[src/design/udpd_pkg.sv]
`default_nettype none
package udpd_pkg;

  typedef enum logic [3:0] {
    ST_BOUND        = 4'd0,
    ST_PORT_ZERO    = 4'd1,
    ST_ALREADY      = 4'd2,
    ST_FULL         = 4'd3,
    ST_UNBOUND      = 4'd4,
    ST_NOT_FOUND    = 4'd5,
    ST_DELIVERED    = 4'd6,
    ST_NO_HANDLER   = 4'd7,
    ST_TOO_SHORT    = 4'd8,
    ST_LEN_MISMATCH = 4'd9,
    ST_NO_LISTENER  = 4'd10
  } status_t;

  typedef enum logic [1:0] {
    CMD_BIND,
    CMD_UNBIND,
    CMD_PACKET,
    CMD_REPORT
  } cmd_kind_t;

  typedef struct packed {
    cmd_kind_t   kind;
    status_t     status;
    logic [15:0] port;
    logic [7:0]  handler;
    logic [31:0] src_ip;
    logic [15:0] sport;
    logic [15:0] payload;
  } cmd_t;

endpackage
`default_nettype wire

[src/design/udpd_front.sv]
`default_nettype none
module udpd_front (
  input  wire logic            clk,
  input  wire logic            rst_n,
  input  wire logic            start,
  output logic                 busy,
  input  wire logic [1:0]      in_req_type,
  input  wire logic [15:0]     in_port,
  input  wire logic [7:0]      in_handler_id,
  input  wire logic [31:0]     in_src_ip,
  input  wire logic [15:0]     in_hdr_src_port_raw,
  input  wire logic [15:0]     in_hdr_dst_port_raw,
  input  wire logic [15:0]     in_hdr_length_raw,
  input  wire logic [15:0]     in_packet_length,
  input  wire logic            init,
  input  wire logic            q_full,
  output logic                 q_push,
  output udpd_pkg::cmd_t       q_cmd
);

  localparam logic [1:0] REQ_BIND   = 2'd0;
  localparam logic [1:0] REQ_UNBIND = 2'd1;
  localparam logic [1:0] REQ_PACKET = 2'd2;

  logic           fv_r, fv_nxt;
  udpd_pkg::cmd_t fcmd_r;
  udpd_pkg::cmd_t cmd;
  logic           acc;
  logic [15:0]    srcp, dstp, ulen;

  assign busy   = init || (fv_r && q_full);
  assign acc    = start && !busy;
  assign q_push = fv_r && !q_full;
  assign q_cmd  = fcmd_r;

  assign srcp = {in_hdr_src_port_raw[7:0], in_hdr_src_port_raw[15:8]};
  assign dstp = {in_hdr_dst_port_raw[7:0], in_hdr_dst_port_raw[15:8]};
  assign ulen = {in_hdr_length_raw[7:0], in_hdr_length_raw[15:8]};

  // classify: answers that need no table lookup are settled here
  always_comb begin
    cmd = '0;
    case (in_req_type)
      REQ_BIND: begin
        cmd.port    = in_port;
        cmd.handler = in_handler_id;
        if (in_port == 16'd0) begin
          cmd.kind   = udpd_pkg::CMD_REPORT;
          cmd.status = udpd_pkg::ST_PORT_ZERO;
        end else begin
          cmd.kind = udpd_pkg::CMD_BIND;
        end
      end
      REQ_UNBIND: begin
        cmd.kind = udpd_pkg::CMD_UNBIND;
        cmd.port = in_port;
      end
      REQ_PACKET: begin
        if (in_packet_length < 16'd8) begin
          cmd.kind   = udpd_pkg::CMD_REPORT;
          cmd.status = udpd_pkg::ST_TOO_SHORT;
        end else if (ulen > in_packet_length) begin
          cmd.kind   = udpd_pkg::CMD_REPORT;
          cmd.status = udpd_pkg::ST_LEN_MISMATCH;
        end else begin
          cmd.kind     = udpd_pkg::CMD_PACKET;
          cmd.port     = dstp;
          cmd.src_ip   = in_src_ip;
          cmd.sport    = srcp;
          cmd.payload  = ulen - 16'd8;
        end
      end
      default: cmd = '0;
    endcase
  end

  always_comb begin
    fv_nxt = fv_r;
    if (acc) begin
      fv_nxt = (in_req_type == REQ_BIND) || (in_req_type == REQ_UNBIND) ||
               (in_req_type == REQ_PACKET);
    end else if (q_push) begin
      fv_nxt = 1'b0;
    end
  end

  always_ff @(posedge clk) begin
    if (!rst_n) begin
      fv_r <= 1'b0;
    end else begin
      fv_r <= fv_nxt;
    end
  end

  always_ff @(posedge clk) begin
    if (acc) begin
      fcmd_r <= cmd;
    end
  end

endmodule
`default_nettype wire

[src/design/udpd_queue.sv]
`default_nettype none
module udpd_queue (
  input  wire logic           clk,
  input  wire logic           rst_n,
  input  wire logic           push,
  input  wire udpd_pkg::cmd_t push_cmd,
  output logic                full,
  input  wire logic           pop,
  output logic                empty,
  output udpd_pkg::cmd_t      head
);

  udpd_pkg::cmd_t q_mem_r [2];
  logic           wr_ptr_r, rd_ptr_r;
  logic [1:0]     cnt_r, cnt_nxt;

  assign full  = (cnt_r == 2'd2);
  assign empty = (cnt_r == 2'd0);
  assign head  = q_mem_r[rd_ptr_r];

  always_comb begin
    cnt_nxt = cnt_r;
    if (push && !pop) begin
      cnt_nxt = cnt_r + 2'd1;
    end else if (pop && !push) begin
      cnt_nxt = cnt_r - 2'd1;
    end
  end

  always_ff @(posedge clk) begin
    if (!rst_n) begin
      wr_ptr_r <= 1'b0;
      rd_ptr_r <= 1'b0;
      cnt_r    <= 2'd0;
    end else begin
      if (push) begin
        wr_ptr_r <= !wr_ptr_r;
      end
      if (pop) begin
        rd_ptr_r <= !rd_ptr_r;
      end
      cnt_r <= cnt_nxt;
    end
  end

  always_ff @(posedge clk) begin
    if (push) begin
      q_mem_r[wr_ptr_r] <= push_cmd;
    end
  end

endmodule
`default_nettype wire

[src/design/udpd_back.sv]
`default_nettype none
module udpd_back #(
  parameter int SOCKET_SLOTS = 128,
  parameter int HANDLER_BITS = 8
) (
  input  wire logic           clk,
  input  wire logic           rst_n,
  output logic                init,
  input  wire logic           q_empty,
  input  wire udpd_pkg::cmd_t q_head,
  output logic                q_pop,
  output logic                out_valid,
  output logic [3:0]          out_status,
  output logic [6:0]          out_slot_index,
  output logic [7:0]          out_handler_out,
  output logic [31:0]         out_src_ip_out,
  output logic [15:0]         out_src_port_out,
  output logic [15:0]         out_payload_length
);

  localparam int IW = (SOCKET_SLOTS > 1) ? $clog2(SOCKET_SLOTS) : 1;
  localparam int CW = $clog2(SOCKET_SLOTS + 1);
  localparam int SW = 17 + HANDLER_BITS;
  localparam logic [IW-1:0] LAST_IDX  = IW'(SOCKET_SLOTS - 1);
  localparam logic [CW-1:0] SLOTS_CNT = CW'(SOCKET_SLOTS);

  typedef enum logic [1:0] {S_INIT, S_IDLE, S_SCAN} state_t;

  state_t                state_r, state_nxt;
  logic [CW-1:0]         rd_idx_r, rd_idx_nxt;
  logic                  chk_vld_r, chk_vld_nxt;
  logic [IW-1:0]         chk_idx_r, chk_idx_nxt;
  udpd_pkg::cmd_t        cmd_r, cmd_nxt;
  logic                  free_found_r, free_found_nxt;
  logic [IW-1:0]         free_idx_r, free_idx_nxt;
  logic                  out_valid_r, out_valid_nxt;
  udpd_pkg::status_t     out_status_r, out_status_nxt;
  logic [6:0]            out_slot_r, out_slot_nxt;
  logic [7:0]            out_handler_r, out_handler_nxt;
  logic [31:0]           out_src_ip_r, out_src_ip_nxt;
  logic [15:0]           out_src_port_r, out_src_port_nxt;
  logic [15:0]           out_payload_r, out_payload_nxt;

  logic [SW-1:0]         mem [SOCKET_SLOTS];
  logic [SW-1:0]         rd_q;
  logic                  mem_we, rd_en;
  logic [IW-1:0]         mem_wa, rd_addr;
  logic [SW-1:0]         mem_wd;

  logic                  rd_active;
  logic [15:0]           rd_port;
  logic [HANDLER_BITS-1:0] rd_handler;
  logic                  hit, last, cur_free, free_any;
  logic [IW-1:0]         free_sel;
  logic [31:0]           chk_idx_ext, free_sel_ext, rd_handler_ext, cmd_handler_ext;
  logic [HANDLER_BITS-1:0] h_store;

  assign rd_active  = rd_q[SW-1];
  assign rd_port    = rd_q[SW-2 -: 16];
  assign rd_handler = rd_q[HANDLER_BITS-1:0];

  assign hit      = chk_vld_r && rd_active && (rd_port == cmd_r.port);
  assign last     = chk_vld_r && (chk_idx_r == LAST_IDX);
  assign cur_free = chk_vld_r && !rd_active;
  assign free_any = free_found_r || cur_free;
  assign free_sel = free_found_r ? free_idx_r : chk_idx_r;

  assign chk_idx_ext     = 32'(chk_idx_r);
  assign free_sel_ext    = 32'(free_sel);
  assign rd_handler_ext  = 32'(rd_handler);
  assign cmd_handler_ext = 32'(cmd_r.handler);
  assign h_store         = cmd_handler_ext[HANDLER_BITS-1:0];

  assign init               = (state_r == S_INIT);
  assign out_valid          = out_valid_r;
  assign out_status         = out_status_r;
  assign out_slot_index     = out_slot_r;
  assign out_handler_out    = out_handler_r;
  assign out_src_ip_out     = out_src_ip_r;
  assign out_src_port_out   = out_src_port_r;
  assign out_payload_length = out_payload_r;

  always_comb begin
    state_nxt        = state_r;
    rd_idx_nxt       = rd_idx_r;
    chk_vld_nxt      = chk_vld_r;
    chk_idx_nxt      = chk_idx_r;
    cmd_nxt          = cmd_r;
    free_found_nxt   = free_found_r;
    free_idx_nxt     = free_idx_r;
    out_valid_nxt    = 1'b0;
    out_status_nxt   = udpd_pkg::ST_BOUND;
    out_slot_nxt     = '0;
    out_handler_nxt  = '0;
    out_src_ip_nxt   = '0;
    out_src_port_nxt = '0;
    out_payload_nxt  = '0;
    mem_we           = 1'b0;
    mem_wa           = chk_idx_r;
    mem_wd           = '0;
    rd_en            = 1'b0;
    rd_addr          = rd_idx_r[IW-1:0];
    q_pop            = 1'b0;

    case (state_r)
      S_INIT: begin
        // clearing pass, one slot per cycle
        mem_we     = 1'b1;
        mem_wa     = rd_idx_r[IW-1:0];
        rd_idx_nxt = rd_idx_r + CW'(1);
        if (rd_idx_r[IW-1:0] == LAST_IDX) begin
          state_nxt = S_IDLE;
        end
      end
      S_IDLE: begin
        if (!q_empty) begin
          q_pop   = 1'b1;
          cmd_nxt = q_head;
          if (q_head.kind == udpd_pkg::CMD_REPORT) begin
            out_valid_nxt  = 1'b1;
            out_status_nxt = q_head.status;
          end else begin
            state_nxt      = S_SCAN;
            rd_en          = 1'b1;
            rd_addr        = '0;
            rd_idx_nxt     = CW'(1);
            chk_vld_nxt    = 1'b1;
            chk_idx_nxt    = '0;
            free_found_nxt = 1'b0;
          end
        end
      end
      S_SCAN: begin
        // reads run one slot ahead of the compare
        if (rd_idx_r != SLOTS_CNT) begin
          rd_en       = 1'b1;
          rd_addr     = rd_idx_r[IW-1:0];
          rd_idx_nxt  = rd_idx_r + CW'(1);
          chk_vld_nxt = 1'b1;
          chk_idx_nxt = rd_idx_r[IW-1:0];
        end else begin
          chk_vld_nxt = 1'b0;
        end
        if (cur_free && !free_found_r) begin
          free_found_nxt = 1'b1;
          free_idx_nxt   = chk_idx_r;
        end
        if (hit) begin
          state_nxt     = S_IDLE;
          chk_vld_nxt   = 1'b0;
          out_valid_nxt = 1'b1;
          case (cmd_r.kind)
            udpd_pkg::CMD_BIND: begin
              out_status_nxt = udpd_pkg::ST_ALREADY;
            end
            udpd_pkg::CMD_UNBIND: begin
              mem_we         = 1'b1;
              mem_wa         = chk_idx_r;
              mem_wd         = {1'b0, rd_port, rd_handler};
              out_status_nxt = udpd_pkg::ST_UNBOUND;
              out_slot_nxt   = chk_idx_ext[6:0];
            end
            udpd_pkg::CMD_PACKET: begin
              out_status_nxt   = (rd_handler != '0) ? udpd_pkg::ST_DELIVERED
                                                    : udpd_pkg::ST_NO_HANDLER;
              out_slot_nxt     = chk_idx_ext[6:0];
              out_handler_nxt  = rd_handler_ext[7:0];
              out_src_ip_nxt   = cmd_r.src_ip;
              out_src_port_nxt = cmd_r.sport;
              out_payload_nxt  = cmd_r.payload;
            end
            default: out_valid_nxt = 1'b0;
          endcase
        end else if (last) begin
          state_nxt     = S_IDLE;
          chk_vld_nxt   = 1'b0;
          out_valid_nxt = 1'b1;
          case (cmd_r.kind)
            udpd_pkg::CMD_BIND: begin
              if (free_any) begin
                mem_we         = 1'b1;
                mem_wa         = free_sel;
                mem_wd         = {1'b1, cmd_r.port, h_store};
                out_status_nxt = udpd_pkg::ST_BOUND;
                out_slot_nxt   = free_sel_ext[6:0];
              end else begin
                out_status_nxt = udpd_pkg::ST_FULL;
              end
            end
            udpd_pkg::CMD_UNBIND: out_status_nxt = udpd_pkg::ST_NOT_FOUND;
            udpd_pkg::CMD_PACKET: out_status_nxt = udpd_pkg::ST_NO_LISTENER;
            default:              out_valid_nxt  = 1'b0;
          endcase
        end
      end
      default: state_nxt = S_INIT;
    endcase
  end

  always_ff @(posedge clk) begin
    if (!rst_n) begin
      state_r      <= S_INIT;
      rd_idx_r     <= '0;
      chk_vld_r    <= 1'b0;
      free_found_r <= 1'b0;
      out_valid_r  <= 1'b0;
    end else begin
      state_r      <= state_nxt;
      rd_idx_r     <= rd_idx_nxt;
      chk_vld_r    <= chk_vld_nxt;
      free_found_r <= free_found_nxt;
      out_valid_r  <= out_valid_nxt;
    end
    chk_idx_r      <= chk_idx_nxt;
    cmd_r          <= cmd_nxt;
    free_idx_r     <= free_idx_nxt;
    out_status_r   <= out_status_nxt;
    out_slot_r     <= out_slot_nxt;
    out_handler_r  <= out_handler_nxt;
    out_src_ip_r   <= out_src_ip_nxt;
    out_src_port_r <= out_src_port_nxt;
    out_payload_r  <= out_payload_nxt;
  end

  // slot table: active flag, port, handler
  always_ff @(posedge clk) begin
    if (mem_we) begin
      mem[mem_wa] <= mem_wd;
    end
    if (rd_en) begin
      rd_q <= mem[rd_addr];
    end
  end

endmodule
`default_nettype wire

[src/design/udp_port_demux_table.sv]
`default_nettype none
// UDP port binding table. Items enter on start while busy is low; each bind, unbind
// or packet item yields one result, shown on the out_ ports for exactly one cycle
// with out_valid high; the receiver cannot stall, so results must be taken when
// shown. Request type 3 yields no result. A slot memory with one read and one write
// port is scanned one slot per cycle: a bind that finds no match scans all
// SOCKET_SLOTS slots, an unbind or packet stops at the matching slot, and a bind
// of port 0 or a packet that fails the length checks is answered without a scan.
// A two-entry queue between the classifying front end and the table engine lets
// a new item be taken while a scan runs. After reset the table is cleared slot by
// slot, during which busy is high.
module udp_port_demux_table #(
  parameter int SOCKET_SLOTS = 128,
  parameter int HANDLER_BITS = 8
) (
  input  wire logic        clk,
  input  wire logic        rst_n,
  input  wire logic        start,
  output logic             busy,
  input  wire logic [1:0]  in_req_type,
  input  wire logic [15:0] in_port,
  input  wire logic [7:0]  in_handler_id,
  input  wire logic [31:0] in_src_ip,
  input  wire logic [15:0] in_hdr_src_port_raw,
  input  wire logic [15:0] in_hdr_dst_port_raw,
  input  wire logic [15:0] in_hdr_length_raw,
  input  wire logic [15:0] in_packet_length,
  output logic             out_valid,
  output logic [3:0]       out_status,
  output logic [6:0]       out_slot_index,
  output logic [7:0]       out_handler_out,
  output logic [31:0]      out_src_ip_out,
  output logic [15:0]      out_src_port_out,
  output logic [15:0]      out_payload_length
);

  logic           init;
  logic           q_full, q_empty, q_push, q_pop;
  udpd_pkg::cmd_t q_cmd, q_head;

  udpd_front u_front (
    .clk                 (clk),
    .rst_n               (rst_n),
    .start               (start),
    .busy                (busy),
    .in_req_type         (in_req_type),
    .in_port             (in_port),
    .in_handler_id       (in_handler_id),
    .in_src_ip           (in_src_ip),
    .in_hdr_src_port_raw (in_hdr_src_port_raw),
    .in_hdr_dst_port_raw (in_hdr_dst_port_raw),
    .in_hdr_length_raw   (in_hdr_length_raw),
    .in_packet_length    (in_packet_length),
    .init                (init),
    .q_full              (q_full),
    .q_push              (q_push),
    .q_cmd               (q_cmd)
  );

  udpd_queue u_queue (
    .clk      (clk),
    .rst_n    (rst_n),
    .push     (q_push),
    .push_cmd (q_cmd),
    .full     (q_full),
    .pop      (q_pop),
    .empty    (q_empty),
    .head     (q_head)
  );

  udpd_back #(
    .SOCKET_SLOTS (SOCKET_SLOTS),
    .HANDLER_BITS (HANDLER_BITS)
  ) u_back (
    .clk                (clk),
    .rst_n              (rst_n),
    .init               (init),
    .q_empty            (q_empty),
    .q_head             (q_head),
    .q_pop              (q_pop),
    .out_valid          (out_valid),
    .out_status         (out_status),
    .out_slot_index     (out_slot_index),
    .out_handler_out    (out_handler_out),
    .out_src_ip_out     (out_src_ip_out),
    .out_src_port_out   (out_src_port_out),
    .out_payload_length (out_payload_length)
  );

endmodule
`default_nettype wire

[config.mk]
export PLATFORM = sky130hd
export DESIGN_NAME = udp_port_demux_table
export DESIGN_NICKNAME = d
export VERILOG_FILES = /design/src/design/udpd_pkg.sv /design/src/design/udpd_front.sv /design/src/design/udpd_queue.sv /design/src/design/udpd_back.sv /design/src/design/udp_port_demux_table.sv
export SDC_FILE = /design/constraint.sdc
export NUM_CORES = 2
export LEC_CHECK = 0
export ABC_AREA = 1
export BUFFER_PORTS_ARGS = -buffer_cell sky130_fd_sc_hd__buf_2
export CAP_MARGIN = 0
export CORE_MARGIN = 4
export CORE_UTILIZATION = 51
export CTS_BUF_LIST = sky130_fd_sc_hd__clkbuf_4 sky130_fd_sc_hd__clkbuf_8
export DETAILED_ROUTE_END_ITERATION = 8
export HOLD_SLACK_MARGIN = 0.06
export PLACE_DENSITY_LB_ADDON = 0.05
export SYNTH_ARGS = -nofsm -noshare
export SYNTH_HDL_FRONTEND = slang
export SYNTH_SLANG_ARGS = --single-unit
[constraint.sdc]
create_clock -name clk -period 10.05 [get_ports clk]
set_clock_uncertainty 0.05 [all_clocks]
set_input_delay 0.5025 -clock clk [delete_from_list [all_inputs] [get_ports clk]]
set_output_delay 0.5025 -clock clk [all_outputs]
set_load 0.01 [all_outputs]
==> impl_results.md <==
* Site row count at approximately 200
* P&R area growth vs syn at 12.0%
* CP max FO at ~150
* Share of the synthesized area in the top cell type at between 60% and 70%
* Crit path depth at 16
* Die area at roughly 320000 um^2
* Max-cap viol count at 0
* Critical Path End Type: flop
* Synth area leaders: edfxtp_1 (69%), nand3_1 (9.9%), nand2_1 (6.7%)
* Power Total at 31800 uW
* Cell Area, Placed at roughly 160000 um^2
* Crit-path most repeated cell: nand2_1
* CP required at 11070 ps
* Core area at 306000 um^2
* Clock tree sinks at between 3000 and 4000
* Final min period at 6230 ps
* Worst VDD drop at 0.128 mV
* Die H at 563 um
* Final Cycle Share at between 60% and 70%
* Max H-tree Level at 6
* Simple-Gate Fraction of Synth Area at 22.3%
* Hpwl dp at around 270 mm
* DR iter-0 viols at 13200
* Synth Area per Inst at 11.3 um^2
* Arr. time, crit path at ~7300 ps
* Crit path buf inv count at 2
* Clk buf depth at 4
* Asr flop ratio synth at 0%
* Die width at 563 um
* Family with the most delay on the worst path: simple AND/OR/NAND/NOR gates
* CTS tree: done
* Syn_nets at 14000
* Root buffer cell: clkbuf_8
* Final-report setup violation count at 0
* Final instance area at 176000 um^2
* Ys flop type: edfxtp_1
* Register area share after synthesis at 70.3%
* Worst path max stage delay at 820 ps
* Most frequent cells in the layout: edfxtp_1 (3605), nand3_1 (3096), nand2_1 (2759), inv_1 (1221), nor2_1 (745)
* Hold depth at 4
* Clock Pin Slew Worst Setup and Hold Paths at 70 ps
* Vias at approximately 110k
* Crit path to: u_back.rd_q[18]$_DFFE_PP_
* Worst R2R End: u_back.rd_q[18]$_DFFE_PP_
* Reg2Reg Depth at 16
* Unrepaired setup endpoints after global routing: no
* Pins Over Slew Limit at 0
* Post-Route Setup TNS at 0 ps
* Share of post-route cells with drive strength above 1 at 12.1%
* Largest net degree at the start of global routing at about 190
* Power density over the cells at 181 nW/um^2
* Worst slew pin tran at 1300 ps
* Largest family of logic cells by synthesized area: simple AND/OR/NAND/NOR gates
* Max Fclk at 0.160 GHz
* Total track usage at between 30% and 40%
* Slew margin rel. at 13.5%
* Leading area contributor after synthesis: edfxtp_1
* Remaining global-route overflow at 0
* Mapped Cells at 13800
* Post-synth EDFFs at ~3600
* Leakage at 0.0664 uW
* Num CTS Buffers at ~620
* Pre-antenna DRT Iters at 6
* CP max-delay cell: nand2_8
* R2R setup slack at 3820 ps
* Post-Synth XOR/XNOR Area at less than 1%
* Layout Nets at approximately 14000
* Post-Synthesis Cell Area at around 160000 um^2
* Synth Area in Compound Gates at ~1.5%
* Post-synthesis mux area share at 0%
* Outcome: finished clean
* Hold Violations, Final at 0
* I/O Pins at between 200 and 250
* Drc violations at 0
* Clk_lat worst skew at ~1200 ps
* Routed WL at 515 mm
* Via count of the first global-routing pass at 106000
* Commonest non-fill, non-tap cell in the layout: edfxtp_1
* Initial core utilization at 51.3%
* First-pass GRT wire length at 739 mm
* Startpoint Class: flop
* Port Buffers at roughly 210
* Initial antenna violation count at 26
* Critical path class: reg -> reg
* Routability cong. at 0.896
* Fill cells at ~26000
* Cells along the critical path: nand2_1 -> nand2_1 -> nand2_4 -> nand2_8 -> buf_12 -> nand2_8 -> buf_12 -> nand2_1 -> nand3_1 -> nand3_1 -> nand3_1 -> nand3_1 -> nand3_1 -> nand2_1 -> nand2_1 -> nand2_1
* Via-per-instance ratio at about 5.9
* Synth unique cells at 49
* Drt wl/cell at approximately 27 um
* Post-Synth Adder-Cell Area at less than 1%
* Yosys reg bits at 3707
* Antenna viol nets, final at 0
* Ys Warns at 0
* Min-Delay Path Class: in -> reg
==> report_power, final <==
group	leakage [uW]	switching (uW)	total, uW	internal, uW
Combinational	0.0288	1510	2040	534
Clock	0.00625	6180	13000	6840
Sequential	0.0313	8.08	16700	16700
Total	0.0664	7690	31800	24100
==> sequential cells by signal (all words and copies together), names as in the netlist, 4 cells and up, named ones only <==
register                   count
u_back.free_idx_r              7
u_back.h_store                 8
u_back.out_src_port_out       16
u_back.chk_idx_r               7
u_back.rd_idx_r                8
u_back.out_slot_index          7
u_back.rd_q                   25
u_back.out_handler_out         8
u_back.out_status              4
u_back.out_src_ip_out         32
u_back.mem                  3200
u_front.q_cmd                 92
u_queue.q_mem_r              184
u_back.out_payload_length     16
u_back.cmd_r                  82
==> worst reg2reg max path, cell delays in order (launching register included) <==
cell and delay, ps:
dfxtp_4 590, nand2_1 110, nand2_1 140, nand2_4 110, nand2_8 450, buf_12 760
nand2_8 990, buf_12 640, nand2_1 420, nand3_1 90, nand3_1 120, nand3_1 340
nand3_1 450, nand3_1 430, nand2_1 240, nand2_1 70, nand2_1 110
==> stage by stage <==
stage / setup WS (ps) / cells / util (%) / hold WS [ps]
final: 3820 / 18800 / 57.4 / 158
after detailed placement: 4110 / 17500 / 52.9 / 380
after floorplan: 4350 / 13800 / - / 371
after CTS: 4060 / 18800 / 57.4 / 60.5
after global routing: 3710 / 18800 / 57.4 / 111
after global placement: 4050 / 17500 / 52.9 / 373
==> routing by layer <==
layer	vias up	track usage [%]	share of wire, %
met3	1156	5.17	8.4
met2	5543	51.1	47
met5	-	0	0.013
met4	12	15.5	5.5
met1	54600	42.3	39
li1	48700	-	-
==> timing repair <==
action / 4_1_cts / 5_1_grt
resized for setup: 0 / 0
hold buffers: 184 / 0
endpoints found under the hold margin: 148 / 0
setup buffers: 0 / 0
==> synth_stat cells (2+ instances only) <==
cell,n
a211oi_1,4
a21oi_1,41
a21oi_2,3
a22oi_1,6
buf_1,91
buf_2,401
buf_4,53
buf_6,10
clkbuf_1,351
dfxtp_1,102
edfxtp_1,3605
ha_1,29
inv_1,1223
inv_2,12
nand2_1,2784
nand2_2,7
nand2_4,3
nand3_1,3097
nand3_2,6
nand3b_1,570
nand4_1,32
nand4_2,2
nor2_1,879
nor2_2,2
nor2_4,4
nor3_1,21
nor3b_1,2
nor4_1,9
o2111ai_1,73
o211ai_1,5
o21a_1,3
o21ai_0,141
o21ai_1,96
o22ai_1,16
o31ai_1,3
or2_2,133
xnor2_1,3
==> final cells by class <==
type | instances | area (um^2) | area share (%)
inverter | 1237 | 4670 | 2.66
clock inverter | 220 | 1400 | 0.796
antenna | 11 | 27.5 | 0.0157
timing repair buffer | 667 | 5310 | 3.02
clock buffer | 857 | 10400 | 5.93
tap | 4100 | 5130 | 2.92
sequential | 3707 | 110000 | 62.8
multi-input combinational | 7983 | 38400 | 21.9
==> worst min path at each step <==
| stage | start | to |
|---|---|---|
| 2_1_floorplan | u_front.q_cmd[0]$_SDFFCE_PP0P_ | u_queue.q_mem_r[0][0]$_DFFE_PP_ |
| 3_3_place_gp | u_front.q_cmd[28]$_SDFFCE_PP0P_ | u_queue.q_mem_r[0][28]$_DFFE_PP_ |
| 3_5_place_dp | u_front.q_cmd[76]$_DFFE_PP_ | u_queue.q_mem_r[0][76]$_DFFE_PP_ |
| 4_1_cts | in_src_ip[7] | u_front.q_cmd[39]$_SDFFCE_PP0P_ |
| 5_1_grt | in_src_ip[12] | u_front.q_cmd[44]$_SDFFCE_PP0P_ |
| 6_report | in_src_ip[7] | u_front.q_cmd[39]$_SDFFCE_PP0P_ |
==> cells by family after synthesis <==
| logic type | after synthesis |
|---|---|
| buffers and inverters | 2144 |
| AND/OR/NAND/NOR | 7556 |
| AO/OA/AOI/OAI | 394 |
| adder cells (fa/ha/maj) | 29 |
| XOR/XNOR | 4 |
| flip-flops | 3707 |
Note: power is estimated with default switching activity, not from simulation.
